$ cat config.mk
export PLATFORM = sky130hd
export DESIGN_NAME = peak_level_volume_modifier_core
export DESIGN_NICKNAME = d
export VERILOG_FILES = /design/src/design/plvm_pkg.sv /design/src/design/plvm_ctrl.sv /design/src/design/plvm_datapath.sv /design/src/design/peak_level_volume_modifier_core.sv
export SDC_FILE = /design/constraint.sdc
export NUM_CORES = 2
export LEC_CHECK = 0
export ABC_AREA = 1
export BUFFER_PORTS_ARGS = -buffer_cell sky130_fd_sc_hd__buf_2
export CAP_MARGIN = 20
export CORE_ASPECT_RATIO = 1.2
export CORE_MARGIN = 1.5
export CORE_UTILIZATION = 50
export DETAILED_ROUTE_END_ITERATION = 8
export PLACE_DENSITY = 0.62
export RECOVER_POWER = 100
export SLEW_MARGIN = 5
export SYNTH_ARGS = -nofsm -noshare
export SYNTH_HDL_FRONTEND = slang
export SYNTH_SLANG_ARGS = --single-unit
export TNS_END_PERCENT = 100
$ cat constraint.sdc
create_clock -name clock -period 8.8 [get_ports clock]
set_input_delay 1.32 -clock clock [delete_from_list [all_inputs] [get_ports clock]]
set_output_delay 1.32 -clock clock [all_outputs]
set_load 0.02 [all_outputs]
$ cat src/design/plvm_pkg.sv
// ----------------------------------------------------------------------------
// plvm_pkg
// Shared types and constants of the peak level volume modifier: controller
// states, command and status groups, and the result item.
// ----------------------------------------------------------------------------
package plvm_pkg;

   localparam int GAIN_W      = 16;
   localparam int PEAK_OUT_W  = 16;
   localparam int MOD_W       = 8;
   localparam int F_W         = 19;
   localparam int M_W         = 32;
   localparam int NORM_PAD    = M_W - F_W;
   localparam int SHIFT_W     = 4;

   localparam logic [GAIN_W-1:0]  GAIN_ONE = 16'd4096;
   localparam logic [F_W-1:0]     F_MIN    = 19'd1024;
   localparam logic [F_W-1:0]     F_MAX    = 19'd262144;
   // exponent of F's top bit relative to the Q.12 point, and the lowest one
   localparam logic [SHIFT_W-1:0] EXP_TOP  = 4'd6;
   localparam logic [SHIFT_W-1:0] EXP_LOW  = 4'b1110;

   typedef enum logic [2:0] {
      ST_IDLE,
      ST_LOAD,
      ST_DIVIDE,
      ST_NORMALIZE,
      ST_LOG,
      ST_EMIT
   } ctrl_state_type;

   typedef struct packed {
      logic accept;
      logic second;
      logic div_load;
      logic div_step;
      logic norm_load;
      logic norm_step;
      logic log_load;
      logic log_step;
      logic emit;
   } ctrl_cmd_type;

   typedef struct packed {
      logic peak_zero;
      logic div_done;
      logic norm_done;
      logic log_done;
      logic two_jobs;
   } dp_status_type;

   typedef struct packed {
      logic [PEAK_OUT_W-1:0] peak_level;
      logic [MOD_W-1:0]      volume_modifier;
      logic                  has_level;
      logic                  clip_seen;
      logic                  is_album;
      logic                  last_result;
   } result_type;

endpackage

$ cat src/design/plvm_ctrl.sv
// ----------------------------------------------------------------------------
// plvm_ctrl
// Sequencer: takes samples, then steps the datapath through divide, normalize
// and log (none for a zero peak) for the track and, when asked, album result.
// ----------------------------------------------------------------------------
module plvm_ctrl (
   input  logic                   clock,
   input  logic                   reset,
   input  logic                   req_valid,
   input  logic                   req_track_end,
   output logic                   req_ready,
   input  logic                   out_free,
   input  plvm_pkg::dp_status_type status,
   output plvm_pkg::ctrl_cmd_type  cmd
);
   import plvm_pkg::*;

   ctrl_state_type state_ff, state_in;
   logic           second_ff, second_in;

   always_ff @(posedge clock) begin
      if (reset) begin
         state_ff  <= ST_IDLE;
         second_ff <= 1'b0;
      end else begin
         state_ff  <= state_in;
         second_ff <= second_in;
      end
   end

   always_comb begin
      state_in  = state_ff;
      second_in = second_ff;
      req_ready = 1'b0;
      cmd       = '0;
      cmd.second = second_ff;
      case (state_ff)
         ST_IDLE: begin
            req_ready  = 1'b1;
            cmd.accept = req_valid;
            if (req_valid && req_track_end) begin
               second_in = 1'b0;
               state_in  = ST_LOAD;
            end
         end
         ST_LOAD: begin
            if (status.peak_zero) begin
               state_in = ST_EMIT;
            end else begin
               cmd.div_load = 1'b1;
               state_in     = ST_DIVIDE;
            end
         end
         ST_DIVIDE: begin
            if (status.div_done) begin
               cmd.norm_load = 1'b1;
               state_in      = ST_NORMALIZE;
            end else begin
               cmd.div_step = 1'b1;
            end
         end
         ST_NORMALIZE: begin
            if (status.norm_done) begin
               cmd.log_load = 1'b1;
               state_in     = ST_LOG;
            end else begin
               cmd.norm_step = 1'b1;
            end
         end
         ST_LOG: begin
            if (status.log_done) begin
               state_in = ST_EMIT;
            end else begin
               cmd.log_step = 1'b1;
            end
         end
         ST_EMIT: begin
            if (out_free) begin
               cmd.emit = 1'b1;
               if (!second_ff && status.two_jobs) begin
                  second_in = 1'b1;
                  state_in  = ST_LOAD;
               end else begin
                  second_in = 1'b0;
                  state_in  = ST_IDLE;
               end
            end
         end
         default: begin
            state_in = ST_IDLE;
         end
      endcase
   end

endmodule

$ cat src/design/plvm_datapath.sv
// ----------------------------------------------------------------------------
// plvm_datapath
// Peak tracking, gain register, restoring divider, leading-one normalizer
// and squaring log2 unit that form one result item.
// ----------------------------------------------------------------------------
module plvm_datapath #(
   parameter int SAMPLE_BITS       = 16,
   parameter int LOG_FRACTION_BITS = 5
) (
   input  logic                          clock,
   input  logic                          reset,
   input  plvm_pkg::ctrl_cmd_type        cmd,
   output plvm_pkg::dp_status_type       status,
   input  logic signed [SAMPLE_BITS-1:0] sample,
   input  logic                          track_end,
   input  logic                          album_end,
   input  logic                          csr_write_enable,
   input  logic [plvm_pkg::GAIN_W-1:0]   csr_write_data,
   output plvm_pkg::result_type          result
);
   import plvm_pkg::*;

   localparam int QUOT_W = GAIN_W + SAMPLE_BITS - 1;
   localparam int DCNT_W = $clog2(QUOT_W + 1);
   localparam int LCNT_W = $clog2(LOG_FRACTION_BITS + 1);
   localparam int RES_W  = (LOG_FRACTION_BITS + SHIFT_W > MOD_W) ?
                           LOG_FRACTION_BITS + SHIFT_W : MOD_W;
   localparam logic [SAMPLE_BITS-1:0] NEG_FULL = {1'b1, {(SAMPLE_BITS-1){1'b0}}};
   localparam logic [SAMPLE_BITS-1:0] POS_FULL = {1'b0, {(SAMPLE_BITS-1){1'b1}}};

   logic [GAIN_W-1:0]      gain_ff;
   logic [SAMPLE_BITS-1:0] track_peak_ff;
   logic [SAMPLE_BITS-1:0] album_peak_ff;
   logic                   clip_ff;
   logic                   two_jobs_ff;
   logic [SAMPLE_BITS-1:0] job1_peak_ff;
   logic                   job1_clip_ff;
   logic [SAMPLE_BITS-1:0] job2_peak_ff;

   logic [QUOT_W-1:0]      quot_ff;
   logic [SAMPLE_BITS-1:0] rem_ff;
   logic [DCNT_W-1:0]      div_cnt_ff;
   logic [F_W-1:0]         f_ff;
   logic [SHIFT_W-1:0]     shift_ff;
   logic [M_W-1:0]         m_ff;
   logic [LOG_FRACTION_BITS-1:0] frac_ff;
   logic [LCNT_W-1:0]      log_cnt_ff;

   logic [SAMPLE_BITS-1:0] sample_bits;
   logic [SAMPLE_BITS-1:0] mag;
   logic                   raise;
   logic [SAMPLE_BITS-1:0] peak_new;
   logic                   clip_new;
   logic [SAMPLE_BITS-1:0] album_new;

   logic [SAMPLE_BITS-1:0] cur_peak;
   logic [GAIN_W-1:0]      gain_eff;
   logic [QUOT_W-1:0]      numerator;
   logic [SAMPLE_BITS:0]   rem_shift;
   logic                   fits;
   logic [SAMPLE_BITS:0]   rem_next;
   logic [F_W-1:0]         f_clamped;
   logic [2*M_W-1:0]       square;

   logic [SHIFT_W-1:0]           exp_rel;
   logic [LOG_FRACTION_BITS-1:0] frac_adj;
   logic signed [LOG_FRACTION_BITS+SHIFT_W-1:0] res;
   logic signed [RES_W-1:0]      res_ext;

   // sample tracking
   assign sample_bits = sample;
   assign mag         = sample_bits[SAMPLE_BITS-1] ? SAMPLE_BITS'(~sample_bits + 1'b1)
                                                   : sample_bits;
   assign raise       = !clip_ff && (mag > track_peak_ff);
   assign peak_new    = raise ? mag : track_peak_ff;
   assign clip_new    = clip_ff | (raise && (sample_bits == NEG_FULL ||
                                             sample_bits == POS_FULL));
   assign album_new   = (peak_new > album_peak_ff) ? peak_new : album_peak_ff;

   always_ff @(posedge clock) begin
      if (reset) begin
         gain_ff       <= GAIN_ONE;
         track_peak_ff <= '0;
         album_peak_ff <= '0;
         clip_ff       <= 1'b0;
         two_jobs_ff   <= 1'b0;
      end else begin
         if (csr_write_enable) begin
            gain_ff <= csr_write_data;
         end
         if (cmd.accept) begin
            if (track_end) begin
               track_peak_ff <= '0;
               clip_ff       <= 1'b0;
               two_jobs_ff   <= album_end;
               album_peak_ff <= album_end ? '0 : album_new;
            end else begin
               track_peak_ff <= peak_new;
               clip_ff       <= clip_new;
            end
         end
      end
   end

   // hold the peaks of the pending results
   always_ff @(posedge clock) begin
      if (cmd.accept && track_end) begin
         job1_peak_ff <= peak_new;
         job1_clip_ff <= clip_new;
         job2_peak_ff <= album_new;
      end
   end

   assign cur_peak  = cmd.second ? job2_peak_ff : job1_peak_ff;
   assign gain_eff  = (gain_ff == '0) ? GAIN_ONE : gain_ff;
   assign numerator = {gain_eff, {(SAMPLE_BITS-1){1'b0}}};

   // restoring divider, one quotient bit per cycle
   assign rem_shift = {rem_ff, quot_ff[QUOT_W-1]};
   assign fits      = rem_shift >= {1'b0, cur_peak};
   assign rem_next  = fits ? (rem_shift - {1'b0, cur_peak}) : rem_shift;

   always_comb begin
      if (quot_ff < QUOT_W'(F_MIN)) begin
         f_clamped = F_MIN;
      end else if (quot_ff > QUOT_W'(F_MAX)) begin
         f_clamped = F_MAX;
      end else begin
         f_clamped = quot_ff[F_W-1:0];
      end
   end

   assign square = m_ff * m_ff;

   always_ff @(posedge clock) begin
      if (cmd.div_load) begin
         quot_ff <= numerator;
         rem_ff  <= '0;
      end else if (cmd.div_step) begin
         quot_ff <= {quot_ff[QUOT_W-2:0], fits};
         rem_ff  <= rem_next[SAMPLE_BITS-1:0];
      end
      if (cmd.norm_load) begin
         f_ff     <= f_clamped;
         shift_ff <= '0;
      end else if (cmd.norm_step) begin
         f_ff     <= {f_ff[F_W-2:0], 1'b0};
         shift_ff <= shift_ff + 1'b1;
      end
      if (cmd.log_load) begin
         m_ff    <= {f_ff, {NORM_PAD{1'b0}}};
         frac_ff <= '0;
      end else if (cmd.log_step) begin
         m_ff    <= square[2*M_W-1] ? square[2*M_W-1:M_W] : square[2*M_W-2:M_W-1];
         frac_ff <= {frac_ff[LOG_FRACTION_BITS-2:0], square[2*M_W-1]};
      end
   end

   always_ff @(posedge clock) begin
      if (reset) begin
         div_cnt_ff <= '0;
         log_cnt_ff <= '0;
      end else begin
         if (cmd.div_load) begin
            div_cnt_ff <= DCNT_W'(QUOT_W);
         end else if (cmd.div_step) begin
            div_cnt_ff <= div_cnt_ff - 1'b1;
         end
         if (cmd.log_load) begin
            log_cnt_ff <= LCNT_W'(LOG_FRACTION_BITS);
         end else if (cmd.log_step) begin
            log_cnt_ff <= log_cnt_ff - 1'b1;
         end
      end
   end

   assign status.peak_zero = (cur_peak == '0);
   assign status.div_done  = (div_cnt_ff == '0);
   assign status.norm_done = f_ff[F_W-1];
   assign status.log_done  = (log_cnt_ff == '0);
   assign status.two_jobs  = two_jobs_ff;

   // modifier: exponent and fraction, lowest code lifted by one
   assign exp_rel  = EXP_TOP - shift_ff;
   assign frac_adj = (exp_rel == EXP_LOW && frac_ff == '0) ?
                     LOG_FRACTION_BITS'(1) : frac_ff;
   assign res      = {exp_rel, frac_adj};
   assign res_ext  = RES_W'(res);

   assign result.peak_level      = PEAK_OUT_W'(cur_peak);
   assign result.volume_modifier = status.peak_zero ? '0 : res_ext[MOD_W-1:0];
   assign result.has_level       = !status.peak_zero;
   assign result.clip_seen       = cmd.second ? 1'b0 : job1_clip_ff;
   assign result.is_album        = cmd.second;
   assign result.last_result     = cmd.second | !two_jobs_ff;

endmodule

$ cat src/design/peak_level_volume_modifier_core.sv
// ----------------------------------------------------------------------------
// peak_level_volume_modifier_core
// Track and album peak meter with a log2 volume modifier per result.
//
// Samples enter on req_ with valid/ready, one per cycle while no result is
// being formed. A sample without req_track_end gives no result. A sample with
// req_track_end gives the track result on rsp_, and with req_album_end also
// the album result after it; rsp_last_result marks the final one.
// Per result the block runs a restoring divider (SAMPLE_BITS+15 quotient
// bits), a leading-one shift of up to 8 places and LOG_FRACTION_BITS
// squaring steps; a zero peak skips straight to the output. req_ready
// stays low while a result is being formed.
// Results sit in an output register; a stalled rsp_ready holds the result
// and the block waits before loading the next one. The csr_ write sets the
// recording gain (Q4.12, zero means 1.0). Reset clears peaks, clip state and
// sets the gain to 1.0.
// ----------------------------------------------------------------------------
module peak_level_volume_modifier_core #(
   parameter int SAMPLE_BITS       = 16,
   parameter int LOG_FRACTION_BITS = 5
) (
   input  logic                          clock,
   input  logic                          reset,
   input  logic                          req_valid,
   output logic                          req_ready,
   input  logic signed [SAMPLE_BITS-1:0] req_sample,
   input  logic                          req_track_end,
   input  logic                          req_album_end,
   output logic                          rsp_valid,
   input  logic                          rsp_ready,
   output logic [15:0]                   rsp_peak_level,
   output logic [7:0]                    rsp_volume_modifier,
   output logic                          rsp_has_level,
   output logic                          rsp_clip_seen,
   output logic                          rsp_is_album,
   output logic                          rsp_last_result,
   input  logic                          csr_write_enable,
   input  logic [15:0]                   csr_write_data
);
   import plvm_pkg::*;

   ctrl_cmd_type  cmd;
   dp_status_type status;
   result_type    result;
   result_type    rsp_data_ff;
   logic          rsp_valid_ff;
   logic          out_free;

   assign out_free = !rsp_valid_ff || rsp_ready;

   plvm_ctrl u_ctrl (
      .clock         (clock),
      .reset         (reset),
      .req_valid     (req_valid),
      .req_track_end (req_track_end),
      .req_ready     (req_ready),
      .out_free      (out_free),
      .status        (status),
      .cmd           (cmd)
   );

   plvm_datapath #(
      .SAMPLE_BITS       (SAMPLE_BITS),
      .LOG_FRACTION_BITS (LOG_FRACTION_BITS)
   ) u_datapath (
      .clock            (clock),
      .reset            (reset),
      .cmd              (cmd),
      .status           (status),
      .sample           (req_sample),
      .track_end        (req_track_end),
      .album_end        (req_album_end),
      .csr_write_enable (csr_write_enable),
      .csr_write_data   (csr_write_data),
      .result           (result)
   );

   always_ff @(posedge clock) begin
      if (reset) begin
         rsp_valid_ff <= 1'b0;
      end else if (cmd.emit) begin
         rsp_valid_ff <= 1'b1;
      end else if (rsp_ready) begin
         rsp_valid_ff <= 1'b0;
      end
   end

   always_ff @(posedge clock) begin
      if (cmd.emit) begin
         rsp_data_ff <= result;
      end
   end

   assign rsp_valid           = rsp_valid_ff;
   assign rsp_peak_level      = rsp_data_ff.peak_level;
   assign rsp_volume_modifier = rsp_data_ff.volume_modifier;
   assign rsp_has_level       = rsp_data_ff.has_level;
   assign rsp_clip_seen       = rsp_data_ff.clip_seen;
   assign rsp_is_album        = rsp_data_ff.is_album;
   assign rsp_last_result     = rsp_data_ff.last_result;

endmodule
==> results.md <==
* Status: complete, but fails checks
* Failing checks: capacitance limit, slew limit
* NetSw at 2.07 mW
* RR Endpoint: u_datapath.m_ff[14]
* Synth Area in Adders at 0.467
* Clock Power Share at 0.230
* Most frequent cell after synthesis: inv_1
* Setup TNS at 0 ns
* Hold Crit Start: u_datapath.album_peak_ff[13]
* IO Count at 69
* Post-DRT Antenna Nets at 0
* Post-synthesis sequential area ratio at 0.133
* Switching Share at 0.434
* PortBufs at 68
* XOR/XNOR Fraction of Synth Area at 0.0137
* WL/cell at 17.5 um
* Fin worst setup slack at 0.444 ns
* Share of layout cells above drive strength 1 at 0.0407
* Worst slew pin tran at 1.93 ns
* Synth Cell Area at 0.0433 mm2
* Async S/R FF share, synth at 0
* Area taken by multi-input logic gates at 0.0305 mm2
* CTS max path bufs at 3
* Synth Area per Inst at 7.91 um2
* Reg2reg path depth at 23
* Peak VDD IR at 0.218 mV
* Simple-Gate Fraction of Synth Area at 0.176
* Worst hold path cell count at 2
* FF+latch area at 0.00578 mm2
* Synth area leader: fa_1
* TritonCTS clock tree: done
* Max-cap viol count at 3
* Hold EP: u_datapath.album_peak_ff[13]
* Gpl congestion at 1.01
* H-tree levels at 1
* Worst R2R Start: u_datapath.m_ff[15]
* R2R setup slack at 0.44 ns
* Power per cell area at 104 mW/mm2
* Vias in the first global route at 35269
* Worst Hold Class: reg -> reg
* Initial DRC count at 1828
* Via Count at 33328
* Largest net degree at the start of global routing at 55
* Seq cells post-synth at 231
* CP startpoint kind: flop
* FILL cells at 8331
* Clock root buffer: clkbuf_16
* CTS hold repair buffers at 0
* Comb pwr share at 0.467
* Final Max Slew Viols at 62
* Share of the synthesized area in the top cell type at 0.366
* DR pass1 iterations at 6
* Max Clk Rate at 120 MHz
* Diodes inserted at 0
* Gr usage total at 0.275
* Syn. warnings at 0
* Clock slew at reported path FFs at 0.07 ns
* Dpl ws at 0.456 ns
* Global-route wire length before repair at 190 mm
* Hpwl dp at 96.8 mm
* Crit share post-route at 0.949
* Largest family of logic cells by synthesized area: adder cells
* Critical Path End Type: flop
* Main flop type after synthesis: dfxtp_1
* Critical path class: reg -> reg
* Die width at 272 um
* Multiplexer share of the synthesized area at 0
* NumNets Final at 6685
* Worst-Skew Late Latency at 0.55 ns
* Max_slew headroom at -0.287
* Post-route minimum period at 8.36 ns
* Die Y at 326 um
* Area Growth Syn to Fin at 6.03%
* Vias/cell at 5.00
* EDFF count, synth at 115
* CTS buffer count at 26
* Pint at 2.71 mW
* Worst Setup SP: u_datapath.m_ff[15]
* Sequential Power Share at 0.304
* Final wirelength at 117 mm
* # Post-CTS Setup Buffers at 0
* Leak at 27.2 nW
* Synth cell count leaders: 1656 x inv_1, 1352 x nand2_1, 792 x fa_1
* Net Count, Synth at 6665
* Grt total ovfl at 0
* Core ar. at 0.0861 mm2
* Clk sinks at 231
* Area contributors post-synth: fa_1 37%, inv_1 14%, nand2_1 12%
* Compound-gate portion of the synthesized area at 0.0493
* Antenna violations before repair at 0
* Initial core utilization at 0.504
* Count of final setup violators at 0
* Setup Skew at 0.0259 ns
* Rows at 118
* Die ar. at 0.0885 mm2
* Final Hold Vio Count at 0
* CP arrival at 8.66 ns
* RSZ-0062 raised after global routing: false
* Worst EP required at 9.11 ns
* Post-cts resize count at 0
* Post-Synthesis Cells at 5483
* Netlist cell types at 55
* Max FO, Critical Path at 13
* Drc violations at 0
## how the worst max path moves through the flow
stage,endpoint,cells after the start,slack (ns)
floorplan,u_datapath.m_ff[13],36,1.51
global placement,u_datapath.m_ff[14],23,0.35
detailed placement,u_datapath.m_ff[14],23,0.46
CTS,u_datapath.m_ff[14],23,0.41
global route,u_datapath.m_ff[23],27,0.17
finish,u_datapath.m_ff[14],23,0.44
## worst max-delay path, cell delays in order (launching register included)
cell	delay (ns)
edfxtp_1	1.07
buf_4	0.27
nand2_1	0.06
inv_1	0.13
fa_1	0.48
fa_1	0.54
inv_1	0.05
fa_1	0.49
fa_1	0.52
inv_1	0.05
fa_1	0.58
fa_1	0.46
fa_1	0.52
fa_1	0.45
ha_1	0.34
nand2_1	0.15
nor2_1	0.37
nand2_1	0.28
nor3_1	0.56
nand3_1	0.21
nand4_1	0.13
nand2_1	0.18
nand3_1	0.12
nand3_1	0.07
## layer usage
layer | vias up | global-route usage | wire length [um]
li1 | 15978 | - | -
met5 | - | 0 | 0
met4 | 0 | 0.106 | 5530
met2 | 812 | 0.491 | 59500
met3 | 210 | 0.0170 | 5050
met1 | 16328 | 0.349 | 46600
## logic make-up (layout without fill, tap and decap cells)
| kind of cell | after synthesis | in the layout |
|---|---|---|
| AOI/OAI and AO/OA | 374 | 374 |
| buffers and inverters | 1830 | 1869 |
| adders and majority gates | 1143 | 1143 |
| and+or+nand+nor | 1837 | 1837 |
| xor gates and xnor gates | 68 | 68 |
| DFF | 231 | 231 |
## power by group through the flow
stage | logic [mW] | clock network [mW] | registers [mW]
6_report | 2.23 | 1.10 | 1.45
5_1_grt | 2.51 | 1.15 | 1.47
4_1_cts | 2.26 | 1.12 | 1.45
3_5_place_dp | 2.24 | 0 | 1.47
3_3_place_gp | 2.22 | 0 | 1.47
2_1_floorplan | 1.57 | 0 | 1.43
## per-stage QoR
step,power [mW],hold slack [ns],util,area (um2),std cells
after floorplan,3.00,0.409,-,43300,5483
after global placement,3.69,0.440,0.525,45200,6613
after detailed placement,3.71,0.439,0.525,45200,6613
after CTS,4.83,0.454,0.535,46100,6660
after global routing,5.14,0.467,0.534,46000,6662
final,4.78,0.459,0.534,46000,6662
## registers in the layout, indices dropped and copies added, names as in the netlist, 3 cells and up
| register | count |
|---|---|
| u_datapath.gain_ff | 16 |
| rsp_peak_level | 16 |
| u_datapath.f_ff | 19 |
| u_datapath.shift_ff | 4 |
| u_datapath.track_peak_ff | 16 |
| u_ctrl.state_ff | 3 |
| u_datapath.frac_ff | 5 |
| u_datapath.album_peak_ff | 16 |
| u_datapath.job1_peak_ff | 16 |
| u_datapath.log_cnt_ff | 3 |
| u_datapath.rem_ff | 16 |
| u_datapath.div_cnt_ff | 5 |
| rsp_volume_modifier | 8 |
| u_datapath.quot_ff | 31 |
| u_datapath.job2_peak_ff | 16 |
| u_datapath.m_ff | 32 |
## cell usage in the layout, fill, tap and decap left out, drive strengths merged, types with 7 or more instances in the layout
cell and n:
clkinv 10, and2 15, inv 1670, edfxtp 115, a31oi 7, o21ai 142
nor4 13, xnor2 20, buf 114, a21o 7, or2 18, nand4 33
ha 351, nand3b 8, nor3 28, nor2 163, clkbuf 70, fa 792
nand3 185, o21a 8, nand2 1368, dfxtp 116, xor2 48, a21oi 140
o21bai 25, o22ai 28
## cell type report
cell class              count  area share
multi-input cells        3422       0.665
clock buffers              31      0.0152
well taps                1140      0.0310
clock inverters            16     0.00332
repair buffers            153      0.0237
inverters                1669       0.136
flip-flops and latches    231       0.126
No activity file was read; power rests on OpenSTA's default activity.
